File: config.mk
export PLATFORM = sky130hd
export DESIGN_NAME = mbe_queue
export DESIGN_NICKNAME = d
export VERILOG_FILES = /design/src/rtl/core/mbe_pkg.sv /design/src/rtl/core/mbe_queue.sv
export SDC_FILE = /design/constraint.sdc
export NUM_CORES = 1
export LEC_CHECK = 0
export BUFFER_PORTS_ARGS = -buffer_cell sky130_fd_sc_hd__buf_4
export CELL_PAD_IN_SITES_DETAIL_PLACEMENT = 1
export CELL_PAD_IN_SITES_GLOBAL_PLACEMENT = 2
export CORE_ASPECT_RATIO = 1.4
export CORE_MARGIN = 2
export CORE_UTILIZATION = 34
export CTS_CLUSTER_DIAMETER = 120
export CTS_CLUSTER_SIZE = 28
export DETAILED_ROUTE_END_ITERATION = 8
export GPL_TIMING_DRIVEN = 0
export PLACE_DENSITY_LB_ADDON = 0.2
export REMOVE_ABC_BUFFERS = 1
export SLEW_MARGIN = 10
export SYNTH_ARGS = -nofsm -noshare
export SYNTH_HDL_FRONTEND = slang
export SYNTH_SLANG_ARGS = --single-unit
File: constraint.sdc
create_clock -name clock -period 3 [get_ports clock]
set_clock_uncertainty 0.05 [all_clocks]
set_input_delay 0.3 -clock clock [delete_from_list [all_inputs] [get_ports clock]]
set_output_delay 0.3 -clock clock [all_outputs]
set_load 0.05 [all_outputs]
File: src/rtl/core/mbe_pkg.sv
`timescale 1ns / 1ps
`default_nettype none

package mbe_pkg;

   // fixed point and field widths
   localparam int MAX_DIMENSION = 4096;
   localparam int COORD_BITS    = 32;
   localparam int FRACTION_BITS = 28;
   localparam int COUNT_BITS    = 16;
   localparam int DIM_BITS      = $clog2(MAX_DIMENSION) + 1;
   localparam int INDEX_BITS    = 24;
   localparam int SPAN_BITS     = COORD_BITS - 1;

   // front divider: dividend wide enough for span times row
   localparam int PROD_BITS     = SPAN_BITS + INDEX_BITS;
   localparam int REAL_BITS     = SPAN_BITS + DIM_BITS;
   localparam int STEP_BITS     = $clog2(PROD_BITS + 1);

   // signed width for sums before clamping
   localparam int WIDE_BITS     = PROD_BITS + 2;

   // iteration engine
   localparam int MAG_BITS      = FRACTION_BITS + 2;
   localparam int SQ_BITS       = 2 * MAG_BITS;
   localparam logic [COORD_BITS-1:0] TWO = COORD_BITS'(1) << (FRACTION_BITS + 1);
   localparam logic [SQ_BITS:0]      FOUR = (SQ_BITS + 1)'(1) << (2 * FRACTION_BITS + 2);

   // configuration port
   localparam int ADDR_BITS     = 5;
   localparam int DATA_BITS     = 32;

   typedef logic signed [COORD_BITS-1:0] coord_type;
   typedef logic signed [WIDE_BITS-1:0]  wide_type;

   typedef enum logic [2:0] {
      REG_FRAME_WIDTH     = 3'd0,
      REG_FRAME_HEIGHT    = 3'd1,
      REG_ITERATION_LIMIT = 3'd2,
      REG_CENTER_REAL     = 3'd3,
      REG_CENTER_IMAG     = 3'd4,
      REG_SPAN_REAL       = 3'd5,
      REG_SPAN_IMAG       = 3'd6
   } reg_index_type;

   typedef struct packed {
      logic [DIM_BITS-1:0]   frame_width;
      logic [DIM_BITS-1:0]   frame_height;
      logic [COUNT_BITS-1:0] iteration_limit;
      coord_type             center_real;
      coord_type             center_imag;
      logic [SPAN_BITS-1:0]  span_real;
      logic [SPAN_BITS-1:0]  span_imag;
   } cfg_type;

   // one mapped point waiting for the engine
   typedef struct packed {
      logic [INDEX_BITS-1:0] pixel_index;
      coord_type             c_real;
      coord_type             c_imag;
   } job_type;

   typedef enum logic [2:0] {
      F_IDLE,
      F_DIV_INDEX,
      F_LOAD_REAL,
      F_DIV_REAL,
      F_LOAD_IMAG,
      F_DIV_IMAG,
      F_MAP
   } front_state_type;

   typedef enum logic [1:0] {
      E_IDLE,
      E_MUL,
      E_ADD,
      E_DONE
   } engine_state_type;

   // zero counts as one, oversize is cut to the largest frame
   function automatic logic [DIM_BITS-1:0] eff_size(input logic [DIM_BITS-1:0] s);
      logic [DIM_BITS-1:0] r;
      if (s == '0) begin
         r = DIM_BITS'(1);
      end else if (s > DIM_BITS'(MAX_DIMENSION)) begin
         r = DIM_BITS'(MAX_DIMENSION);
      end else begin
         r = s;
      end
      return r;
   endfunction

   // saturate to the coordinate range: upper bits must all match the sign
   function automatic coord_type clamp_coord(input wide_type v);
      coord_type r;
      if (v[WIDE_BITS-1:COORD_BITS-1] == '0 || v[WIDE_BITS-1:COORD_BITS-1] == '1) begin
         r = v[COORD_BITS-1:0];
      end else if (v[WIDE_BITS-1]) begin
         r = {1'b1, {(COORD_BITS-1){1'b0}}};
      end else begin
         r = {1'b0, {(COORD_BITS-1){1'b1}}};
      end
      return r;
   endfunction

endpackage

`default_nettype wire

File: src/rtl/core/mbe_queue.sv
`timescale 1ns / 1ps
`default_nettype none

module mbe_queue import mbe_pkg::*; (
   input  wire logic    clock,
   input  wire logic    reset,
   input  wire logic    push_valid,
   input  wire job_type push_job,
   output logic         queue_full,
   input  wire logic    pop,
   output logic         pop_valid,
   output job_type      pop_job
);

   job_type     entry_ff [2];
   logic        wr_ptr_ff, wr_ptr_in;
   logic        rd_ptr_ff, rd_ptr_in;
   logic [1:0]  fill_ff, fill_in;
   logic        do_push;
   logic        do_pop;

   assign queue_full = (fill_ff == 2'd2);
   assign pop_valid  = (fill_ff != 2'd0);
   assign pop_job    = entry_ff[rd_ptr_ff];
   assign do_push    = push_valid && !queue_full;
   assign do_pop     = pop && pop_valid;

   always_comb begin
      wr_ptr_in = do_push ? !wr_ptr_ff : wr_ptr_ff;
      rd_ptr_in = do_pop ? !rd_ptr_ff : rd_ptr_ff;
      fill_in   = fill_ff + 2'(do_push) - 2'(do_pop);
   end

   always_ff @(posedge clock) begin
      if (reset) begin
         wr_ptr_ff <= 1'b0;
         rd_ptr_ff <= 1'b0;
         fill_ff   <= 2'd0;
      end else begin
         wr_ptr_ff <= wr_ptr_in;
         rd_ptr_ff <= rd_ptr_in;
         fill_ff   <= fill_in;
      end
      if (do_push) begin
         entry_ff[wr_ptr_ff] <= push_job;
      end
   end

endmodule

`default_nettype wire

==> out/results.tsv <==
stage	metric	value	unit
status	outcome	finished clean	
final_layout	commonest cells after routing, fill and taps aside	buf_4 (181), edfxtp_1 (176), dlygate4sd3_1 (77)	
route	Via Count	3661	
hold_path	hold-critical path depth	1	
final_layout	share of cells above drive strength 1	0.524	
hold_path	Hold Crit Class	primary input to flop	
synthesis	instance count of the mapped netlist	300	
floorplan	initial cell density of the core	0.346	
synthesis	Yosys top cell area share	0.794	
synthesis	number of synthesis warnings	0	
clock_network	setup bufs post-CTS	0	
clock_network	H-tree depth	4	
clock_network	worst skew pair latency	0.41	ns
critical_path	reg-to-reg slack, setup	0.83	ns
clock_network	CTS sink cnt	181	
clock_network	Post-CTS Resized	0	
route	DRT Pass-1 Iters	4	
timing	RSZ-0062 raised after global routing	no	
placed_design	RD Place Congestion	0.693	
synthesis	top post-synthesis cells by area	edfxtp_1 (79%), mux2_2 (11%), mux2_4 (4.5%), dfxtp_1 (1.5%), buf_6 (0.68%)	
route	ANT nets after route	0	
clock_network	Max Root-Sink Buffers	2	
final_layout	Ant. Diodes	0	
power_and_ir_drop	Switch Pwr	3.01	mW
hold_path	Hold Crit Start	push_job[79]	
final_layout	area delta synth->final	45.3	%
route	drt total wl	14.2	mm
power_and_ir_drop	Internal	5.39	mW
timing	fmax	436	MHz
route	Iteration-0 DRC Markers	176	
floorplan	die footprint	20700	µm²
power_and_ir_drop	PwrDens	868	nW/µm²
power_and_ir_drop	combinational share of power	0.363	
critical_path	CP Launch Type	flop	
global_routing	first-pass GRT wire length	21.6	mm
clock_network	Num CTS Buffers	17	
power_and_ir_drop	Sw Ratio	0.358	
power_and_ir_drop	Clk pwr share	0.248	
final_layout	Fill cells	1855	
timing	Slew Viols, Final	0	
synthesis	Avg Synthesized Cell Area	22.2	µm²
floorplan	chip height	170	µm
synthesis	synth unique cells	20	
hold_path	Hold Path End	entry_ff[1][79]$_DFFE_PP_	
final_layout	NumNets Final	665	
timing	Final WS setup	0.706	ns
synthesis	Mapped Area	6660	µm²
global_routing	gr ovfl total	0	
floorplan	Placeable Area	19200	µm²
timing	fin crit period	2.29	ns
critical_path	Critical Path Sink Type	output pin	
run	Max-Cap Viols	0	
timing	worst-margin pin slew	0.658	ns
placed_design	IO Port Bufs	181	
critical_path	critical path peak fanout	32	
clock_network	TritonCTS clock tree	done	
floorplan	row cnt	60	
global_routing	largest net degree at the start of global routing	50	
timing	Final setup viols	0	
timing	Final Hold Viols	0	
power_and_ir_drop	Reg power frac	0.389	
clock_network	Root Driver	clkbuf_16	
critical_path	Worst Path Arrival	1.94	ns
placed_design	Placed Cells	723	
placed_design	Detailed Place HPWL	8.86	mm
synthesis	#FFs+latches synth	181	
placed_design	Setup WS pre-CTS	0.770	ns
global_routing	GRT Overall Usage	0.141	
timing	max_slew headroom	0.561	
synthesis	area leader, netlist	edfxtp_1	
route	Avg Vias per Cell	4.40	
global_routing	number of global-route vias before repair	4050	
critical_path	R2R cell count	5	
route	wire per inst	17.1	µm
critical_path	RR Startpoint	fill_ff[0]$_SDFF_PP0_	
critical_path	crit path kind	flop to output pin	
critical_path	Critical Path RT	2.65	ns
timing	Final Cycle Share	0.765	
clock_network	Worst-path clk slew	0.06	ns
floorplan	IO Count	182	
final_layout	post-route insts no fill	832	
critical_path	R2R Path End	entry_ff[0][53]$_DFFE_PP_	
synthesis	sequential share of the synthesized area	0.809	
final_layout	commonest non-fill, non-tap cell in the layout	buf_4	
global_routing	initial antenna violation count	0	
route	DRC violations left	0	
floorplan	die width	122	µm
power_and_ir_drop	leak pwr	3.65	nW
power_and_ir_drop	maximum VDD drop	0.421	mV
==> metal layers <==
metal | share of wire | track usage
met5 | 0 | 0
met4 | 0.016 | 0.0540
met3 | 0.058 | 0.0484
met2 | 0.57 | 0.258
met1 | 0.36 | 0.146
==> repair_timing <==
item | 4_1_cts | 5_1_grt
endpoints found under the hold margin | 129 | 16
hold buffers | 69 | 8
setup endpoints to repair | 0 | 0
==> flip-flops by register name, indices dropped and copies added (netlist names), named ones only <==
register,count
fill_ff,2
entry_ff,176
rd_ptr_ff,1
wr_ptr_ff,1
==> cell type report <==
| class | instances | area (µm²) | share of cell area |
|---|---|---|---|
| inverters | 4 | 17.5 | 0.00181 |
| flip-flops and latches | 181 | 5390 | 0.557 |
| well taps | 248 | 310 | 0.0321 |
| clock buffers | 21 | 440 | 0.0455 |
| multi-input cells | 105 | 1190 | 0.123 |
| repair buffers | 262 | 2220 | 0.230 |
| clock inverters | 11 | 103 | 0.0106 |
==> how the worst max path moves through the flow <==
stage / endpoint / slack, ns
after floorplan: pop_job[0] / -0.48
after global placement: pop_job[37] / -1.86
after detailed placement: entry_ff[0][73]$_DFFE_PP_ / 0.77
after CTS: pop_job[65] / 0.64
after global routing: pop_job[50] / 0.60
final: pop_job[25] / 0.71
==> cell usage after synthesis <==
| cell | n |
|---|---|
| nor2_1 | 3 |
| xnor2_1 | 2 |
| ha_1 | 2 |
| o21ai_0 | 1 |
| or2_2 | 1 |
| mux2_2 | 68 |
| or3_1 | 1 |
| nor2b_1 | 1 |
| a21oi_1 | 1 |
| buf_2 | 6 |
| buf_6 | 4 |
| xor2_1 | 1 |
| dfxtp_1 | 5 |
| and3_1 | 1 |
| inv_1 | 4 |
| mux2_4 | 20 |
| edfxtp_1 | 176 |
| o21a_1 | 1 |
| nand2b_2 | 1 |
| nand2_1 | 1 |
==> per-stage QoR <==
stage          hold slack (ns)  instance area (µm²)  utilization  power (mW)  setup TNS, ns
2_1_floorplan            0.319                 6580            -        5.42         -70.72
3_3_place_gp             0.426                 8250        0.429        6.36        -387.94
5_1_grt              0.0000386                 9670        0.503        8.73              0
6_report                0.0205                 9670        0.503        8.39              0
3_5_place_dp             0.430                 8360        0.435        6.33              0
4_1_cts              0.0000542                 9590        0.499        8.51              0
==> critical path, stage by stage, from the launching register on <==
cell	delay, ns
dfxtp_4	0.64
buf_12	0.27
mux2_2	0.37
buf_4	0.19
==> cell families (layout without fill, tap and decap cells) <==
family | Yosys count | after routing | share of synthesized area
DFF | 181 | 181 | 0.809
muxes | 88 | 88 | 0.160
xor gates and xnor gates | 3 | 3 | 0.00395
and+or+nand+nor | 9 | 9 | 0.00733
AOI/OAI and AO/OA | 3 | 3 | 0.00263
adders and majority gates | 2 | 2 | 0.00376
buffers and inverters | 14 | 298 | 0.0135
==> power by group through the flow <==
stage / registers [mW] / logic [mW] / clock network, mW
after global routing: 3.30 / 3.20 / 2.23
final: 3.27 / 3.05 / 2.08
after global placement: 3.47 / 2.89 / 0
after floorplan: 3.38 / 2.05 / 0
after CTS: 3.28 / 3.08 / 2.15
after detailed placement: 3.33 / 2.99 / 0
Note: power is estimated with default switching activity, not from simulation.
