--- config.mk ---
export PLATFORM = sky130hd
export DESIGN_NAME = mbe_front
export DESIGN_NICKNAME = d
export VERILOG_FILES = /design/src/rtl/core/mbe_pkg.sv /design/src/rtl/core/mbe_front.sv
export SDC_FILE = /design/constraint.sdc
export NUM_CORES = 2
export LEC_CHECK = 0
export ABC_AREA = 0
export BUFFER_PORTS_ARGS = -buffer_cell sky130_fd_sc_hd__clkbuf_2
export CELL_PAD_IN_SITES_DETAIL_PLACEMENT = 0
export CELL_PAD_IN_SITES_GLOBAL_PLACEMENT = 2
export CORE_UTILIZATION = 40
export DETAILED_ROUTE_END_ITERATION = 8
export PLACE_DENSITY = 0.89
export SETUP_SLACK_MARGIN = 0.5
export SKIP_CTS_REPAIR_TIMING = 1
export SLEW_MARGIN = 40
export SYNTH_ARGS = -nofsm -noshare
export SYNTH_HDL_FRONTEND = slang
export SYNTH_SLANG_ARGS = --single-unit
export TNS_END_PERCENT = 20
--- constraint.sdc ---
create_clock -name clock -period 9.5 [get_ports clock]
set_input_delay 0.95 -clock clock [delete_from_list [all_inputs] [get_ports clock]]
set_output_delay 0.95 -clock clock [all_outputs]
set_load 0.01 [all_outputs]
--- src/rtl/core/mbe_pkg.sv ---
`timescale 1ns / 1ps
`default_nettype none

package mbe_pkg;

   // fixed point and field widths
   localparam int MAX_DIMENSION = 4096;
   localparam int COORD_BITS    = 32;
   localparam int FRACTION_BITS = 28;
   localparam int COUNT_BITS    = 16;
   localparam int DIM_BITS      = $clog2(MAX_DIMENSION) + 1;
   localparam int INDEX_BITS    = 24;
   localparam int SPAN_BITS     = COORD_BITS - 1;

   // front divider: dividend wide enough for span times row
   localparam int PROD_BITS     = SPAN_BITS + INDEX_BITS;
   localparam int REAL_BITS     = SPAN_BITS + DIM_BITS;
   localparam int STEP_BITS     = $clog2(PROD_BITS + 1);

   // signed width for sums before clamping
   localparam int WIDE_BITS     = PROD_BITS + 2;

   // iteration engine
   localparam int MAG_BITS      = FRACTION_BITS + 2;
   localparam int SQ_BITS       = 2 * MAG_BITS;
   localparam logic [COORD_BITS-1:0] TWO = COORD_BITS'(1) << (FRACTION_BITS + 1);
   localparam logic [SQ_BITS:0]      FOUR = (SQ_BITS + 1)'(1) << (2 * FRACTION_BITS + 2);

   // configuration port
   localparam int ADDR_BITS     = 5;
   localparam int DATA_BITS     = 32;

   typedef logic signed [COORD_BITS-1:0] coord_type;
   typedef logic signed [WIDE_BITS-1:0]  wide_type;

   typedef enum logic [2:0] {
      REG_FRAME_WIDTH     = 3'd0,
      REG_FRAME_HEIGHT    = 3'd1,
      REG_ITERATION_LIMIT = 3'd2,
      REG_CENTER_REAL     = 3'd3,
      REG_CENTER_IMAG     = 3'd4,
      REG_SPAN_REAL       = 3'd5,
      REG_SPAN_IMAG       = 3'd6
   } reg_index_type;

   typedef struct packed {
      logic [DIM_BITS-1:0]   frame_width;
      logic [DIM_BITS-1:0]   frame_height;
      logic [COUNT_BITS-1:0] iteration_limit;
      coord_type             center_real;
      coord_type             center_imag;
      logic [SPAN_BITS-1:0]  span_real;
      logic [SPAN_BITS-1:0]  span_imag;
   } cfg_type;

   // one mapped point waiting for the engine
   typedef struct packed {
      logic [INDEX_BITS-1:0] pixel_index;
      coord_type             c_real;
      coord_type             c_imag;
   } job_type;

   typedef enum logic [2:0] {
      F_IDLE,
      F_DIV_INDEX,
      F_LOAD_REAL,
      F_DIV_REAL,
      F_LOAD_IMAG,
      F_DIV_IMAG,
      F_MAP
   } front_state_type;

   typedef enum logic [1:0] {
      E_IDLE,
      E_MUL,
      E_ADD,
      E_DONE
   } engine_state_type;

   // zero counts as one, oversize is cut to the largest frame
   function automatic logic [DIM_BITS-1:0] eff_size(input logic [DIM_BITS-1:0] s);
      logic [DIM_BITS-1:0] r;
      if (s == '0) begin
         r = DIM_BITS'(1);
      end else if (s > DIM_BITS'(MAX_DIMENSION)) begin
         r = DIM_BITS'(MAX_DIMENSION);
      end else begin
         r = s;
      end
      return r;
   endfunction

   // saturate to the coordinate range: upper bits must all match the sign
   function automatic coord_type clamp_coord(input wide_type v);
      coord_type r;
      if (v[WIDE_BITS-1:COORD_BITS-1] == '0 || v[WIDE_BITS-1:COORD_BITS-1] == '1) begin
         r = v[COORD_BITS-1:0];
      end else if (v[WIDE_BITS-1]) begin
         r = {1'b1, {(COORD_BITS-1){1'b0}}};
      end else begin
         r = {1'b0, {(COORD_BITS-1){1'b1}}};
      end
      return r;
   endfunction

endpackage

`default_nettype wire

--- src/rtl/core/mbe_front.sv ---
`timescale 1ns / 1ps
`default_nettype none

module mbe_front import mbe_pkg::*; (
   input  wire logic                  clock,
   input  wire logic                  reset,
   input  wire cfg_type               cfg,
   input  wire logic                  req_valid,
   output logic                       req_stall,
   input  wire logic [INDEX_BITS-1:0] req_pixel_index,
   output logic                       push_valid,
   output job_type                    push_job,
   input  wire logic                  queue_full
);

   front_state_type         state_ff, state_in;
   logic [PROD_BITS-1:0]    quo_ff, quo_in;
   logic [DIM_BITS-1:0]     rem_ff, rem_in;
   logic [STEP_BITS-1:0]    step_ff, step_in;
   logic [INDEX_BITS-1:0]   index_ff, index_in;
   logic [INDEX_BITS-1:0]   row_ff, row_in;
   logic [DIM_BITS-1:0]     col_ff, col_in;
   logic [SPAN_BITS-1:0]    qx_ff, qx_in;

   logic [DIM_BITS-1:0]     width_eff;
   logic [DIM_BITS-1:0]     height_eff;
   logic [DIM_BITS-1:0]     divisor;
   logic [DIM_BITS:0]       rem_shift;
   logic                    take;
   logic [DIM_BITS-1:0]     rem_next;
   logic [PROD_BITS-1:0]    quo_next;
   logic [REAL_BITS-1:0]    prod_real;
   logic [PROD_BITS-1:0]    prod_imag;
   wide_type                sum_real;
   wide_type                sum_imag;

   assign width_eff  = eff_size(cfg.frame_width);
   assign height_eff = eff_size(cfg.frame_height);
   assign divisor    = (state_ff == F_DIV_IMAG) ? height_eff : width_eff;

   // one restoring division step: dividend bits leave at the top, quotient enters at the bottom
   always_comb begin
      rem_shift = {rem_ff, quo_ff[PROD_BITS-1]};
      take      = rem_shift >= {1'b0, divisor};
      rem_next  = take ? DIM_BITS'(rem_shift - {1'b0, divisor}) : rem_shift[DIM_BITS-1:0];
      quo_next  = {quo_ff[PROD_BITS-2:0], take};
   end

   assign prod_real = REAL_BITS'(cfg.span_real) * REAL_BITS'(col_ff);
   assign prod_imag = PROD_BITS'(cfg.span_imag) * PROD_BITS'(row_ff);

   // c = center + floor(span*pos/size) - floor(span/2)
   assign sum_real = WIDE_BITS'(cfg.center_real) + $signed(WIDE_BITS'(qx_ff))
                     - $signed(WIDE_BITS'(cfg.span_real >> 1));
   assign sum_imag = WIDE_BITS'(cfg.center_imag) + $signed(WIDE_BITS'(quo_ff))
                     - $signed(WIDE_BITS'(cfg.span_imag >> 1));

   assign push_job.pixel_index = index_ff;
   assign push_job.c_real      = clamp_coord(sum_real);
   assign push_job.c_imag      = clamp_coord(sum_imag);

   always_ff @(posedge clock) begin
      if (reset) begin
         state_ff <= F_IDLE;
      end else begin
         state_ff <= state_in;
      end
      quo_ff   <= quo_in;
      rem_ff   <= rem_in;
      step_ff  <= step_in;
      index_ff <= index_in;
      row_ff   <= row_in;
      col_ff   <= col_in;
      qx_ff    <= qx_in;
   end

   always_comb begin
      state_in   = state_ff;
      quo_in     = quo_ff;
      rem_in     = rem_ff;
      step_in    = step_ff;
      index_in   = index_ff;
      row_in     = row_ff;
      col_in     = col_ff;
      qx_in      = qx_ff;
      req_stall  = 1'b1;
      push_valid = 1'b0;
      case (state_ff)
         F_IDLE: begin
            req_stall = 1'b0;
            if (req_valid) begin
               index_in = req_pixel_index;
               quo_in   = PROD_BITS'(req_pixel_index) << (PROD_BITS - INDEX_BITS);
               rem_in   = '0;
               step_in  = STEP_BITS'(INDEX_BITS);
               state_in = F_DIV_INDEX;
            end
         end
         F_DIV_INDEX: begin
            quo_in  = quo_next;
            rem_in  = rem_next;
            step_in = step_ff - 1'b1;
            if (step_ff == STEP_BITS'(1)) begin
               row_in   = quo_next[INDEX_BITS-1:0];
               col_in   = rem_next;
               state_in = F_LOAD_REAL;
            end
         end
         F_LOAD_REAL: begin
            quo_in   = PROD_BITS'(prod_real) << (PROD_BITS - REAL_BITS);
            rem_in   = '0;
            step_in  = STEP_BITS'(REAL_BITS);
            state_in = F_DIV_REAL;
         end
         F_DIV_REAL: begin
            quo_in  = quo_next;
            rem_in  = rem_next;
            step_in = step_ff - 1'b1;
            if (step_ff == STEP_BITS'(1)) begin
               // column below width keeps the quotient below span
               qx_in    = quo_next[SPAN_BITS-1:0];
               state_in = F_LOAD_IMAG;
            end
         end
         F_LOAD_IMAG: begin
            quo_in   = prod_imag;
            rem_in   = '0;
            step_in  = STEP_BITS'(PROD_BITS);
            state_in = F_DIV_IMAG;
         end
         F_DIV_IMAG: begin
            quo_in  = quo_next;
            rem_in  = rem_next;
            step_in = step_ff - 1'b1;
            if (step_ff == STEP_BITS'(1)) begin
               state_in = F_MAP;
            end
         end
         F_MAP: begin
            push_valid = 1'b1;
            if (!queue_full) begin
               state_in = F_IDLE;
            end
         end
         default: begin
            state_in = F_IDLE;
         end
      endcase
   end

endmodule

`default_nettype wire

==> impl_metrics.json <==
{
  "status": "finished, final reports clean",
  "synth_compound_area_frac": 0.0995,
  "fin_worst_skew_ns": 0.0267,
  "syn-num-nets": 7717,
  "fin_util": 0.434,
  "multi_input_area_sq_um": 41300,
  "vias_per_cell": 5.29,
  "area.sequential_sq_um": 5040,
  "core_area_sq_um": 130000,
  "syn2layout_area_growth_pct": 7.32,
  "rsz0062_at_grt": "no",
  "finish.instance_area_sq_um": 56400,
  "h-tree-depth": 4,
  "post-route-min-period_ns": 8.46,
  "synth_most_common_cell": "inv_1",
  "fmax_mhz": 118,
  "synth-seq-cells": 169,
  "min_from": "quo_ff[27]$_DFFE_PP_",
  "ant_nets": 0,
  "ys.flop_type": "edfxtp_1",
  "die_area_sq_um": 133000,
  "n_fill_cell": 13082,
  "synthArstFlopShare": 0,
  "final-setup-viol-count": 0,
  "period_share": 0.890,
  "drive_gt1_frac": 0.0772,
  "path_max_fanout": 12,
  "tns_ns": 0,
  "cp.required_ns": 9.70,
  "critPathArrivalTime_ns": 8.66,
  "slew_headroom": 0.414,
  "start_kind": "flip-flop",
  "drt-total-wl_mm": 170,
  "post-place-cells": 7911,
  "synthAdderAreaFrac": 0.482,
  "vdd_drop_max_v": 0.000451,
  "yosys.area_share.simple": 0.169,
  "grt_pass1_vias": 43577,
  "finalMaxSlewViolations": 0,
  "synth_cell_type_count": 96,
  "worstMarginPinSlew_ns": 0.880,
  "syn_area_sq_um": 52600,
  "routedWlPerCell_microns": 21.4,
  "synth_seq_area_share": 0.0959,
  "overflow": 0,
  "numPortBuffers": 269,
  "firstDrtPassIters": 8,
  "cpPeakStageDelay_ns": 0.90,
  "ioPinCount": 286,
  "grt_pass1_wl_mm": 264,
  "cts_buffers": 17,
  "dieWidth_microns": 365,
  "synth_edf_count": 166,
  "cp-end-kind": "flip-flop",
  "grt_max_degree": 63,
  "leakagePower_nw": 28.2,
  "nNetsFinal": 7802,
  "slowest_stage": "edfxtp_1",
  "dpl-instance-area_sq_um": 55800,
  "power_mw": 18.8,
  "die_h_microns": 365,
  "ctsRootBufferMaster": "clkbuf_16",
  "fin_cells": 7946,
  "fin_hold_ws_ns": 0.481,
  "route.detailed.drc": 0,
  "worst_slack_ns": 1.04,
  "antenna_found_initial": 4,
  "synth_common_cells": "1366 x inv_1, 1017 x fa_1, 873 x nand2_1, 519 x and2_1, 400 x ha_1",
  "worstSetupPathType": "flip-flop to flip-flop",
  "place_congestion": 0.924,
  "drt-initial-drc-count": 3274,
  "syn_inst": 6104,
  "clkTransAtPathRegs_ns": 0.08,
  "hold_viol": 0,
  "ctsLongestPathBuffers": 2,
  "num_vias": 42048,
  "clock-sinks": 169,
  "dpl.hpwl_mm": 142,
  "synthTopCellsByArea": "fa_1 39%, inv_1 9.8%, ha_1 9.5%",
  "insertion_delay_ns": 0.49,
  "power.density_nw_per_um2": 334,
  "worstReg2RegStart": "row_ff[6]$_DFFE_PP_",
  "yosysTopAreaCellShare": 0.387,
  "grt.total_usage": 0.262,
  "start_util": 0.405,
  "cts_tree": "yes",
  "hold_class": "flip-flop to flip-flop",
  "maxCapViolations": 0,
  "num_rows": 132,
  "startpoint": "row_ff[6]$_DFFE_PP_",
  "ys_warn_count": 0,
  "synth_xor_xnor_area_share": 0.0273,
  "synth_mux_area_frac": 0.00450,
  "place_ws_ns": 0.658,
  "synth_top_area_cell": "fa_1",
  "critPathMostFrequentCell": "fa_1",
  "syn_area_per_cell_sq_um": 8.61,
  "synth_top_family_by_area": "adder cells"
}
-- layout make-up --
type,count,area share
Multi-Input combinational cell,4257,0.731
Inverter,1368,0.0910
Sequential cell,169,0.0894
Timing Repair Buffer,376,0.0392
Tap cell,1742,0.0386
Clock buffer,17,0.00754
Clock inverter,15,0.00308
Antenna cell,2,0.0000887
-- metal layers --
layer  global-route usage  wire length (microns)  up-vias
li1                     -                      -    18925
met1                0.363                  74400    21390
met2                0.431                  79500     1517
met3               0.0330                  11400      214
met4               0.0681                   4780        2
met5                    0                      8        -
-- worst paths after layout --
| check | cells past startpoint | endpoint | slack, ns |
|---|---|---|---|
| hold / removal | 0 | qx_ff[28]$_DFFE_PP_ | 0.48 |
| setup / recovery | 26 | quo_ff[54]$_DFFE_PP_ | 1.04 |
| setup reg to reg | 26 | quo_ff[54]$_DFFE_PP_ | 1.04 |
| hold reg to reg | 0 | qx_ff[28]$_DFFE_PP_ | 0.48 |
-- critical path, delay by kind of cell (launching register included) --
kind	cells	cell delay, ns
compound gates	11	2.54
xor+xnor	1	0.16
flops	1	0.90
fa+ha+maj	8	3.79
simple gates	1	0.18
buf+inv	5	0.56
-- state kept, by name, summed over array words and instances, names as in the netlist --
| register | flops |
|---|---|
| step_ff | 6 |
| row_ff | 24 |
| quo_ff | 55 |
| qx_ff | 31 |
| state_ff | 3 |
| index_ff | 24 |
| rem_ff | 13 |
| col_ff | 13 |
-- cells in the final DEF, fill, tap and decap left out, types with 12 or more instances in the layout --
master     Yosys  routed
o22ai_1       43      43
o21ai_0      171     171
edfxtp_1     166     166
a211oi_1      19      19
o21ai_1       19      19
a21oi_1      217     216
fa_1        1017    1017
and2_1       519     519
o21a_1        30      28
nor2_1       158     157
o31ai_1       14      14
nand4_1       45      45
nand3_1       42      42
xor2_1        68      67
a221oi_1      17      17
nor4_1        13      12
nand2_1      873     872
a21o_1        93      93
nor2b_1       35      34
and3_1        19      19
buf_4          3      95
clkbuf_16      0      17
nand2b_1      28      28
nor3_1        46      43
o21bai_1      32      32
clkbuf_2       0     269
mux2_2        13      13
ha_1         400     400
inv_1       1366    1365
a22oi_1       37      37
xnor2_1       96      95
a31oi_1       23      23
-- power breakdown --
part           leakage, nW  internal (mW)  switching [mW]
Sequential            1.65          0.898          0.0543
Combinational         26.2           6.34            10.8
Clock                0.285          0.355           0.386
-- cells by family (layout without fill, tap and decap cells) --
logic type | after synthesis | after routing
other | 0 | 2
muxes | 22 | 22
buffers and inverters | 1678 | 1776
and+or+nand+nor | 1838 | 1838
AOI/OAI and AO/OA | 816 | 816
xor gates and xnor gates | 164 | 164
DFF | 169 | 169
adders and majority gates | 1417 | 1417
No activity file was read; power rests on OpenSTA's default activity.
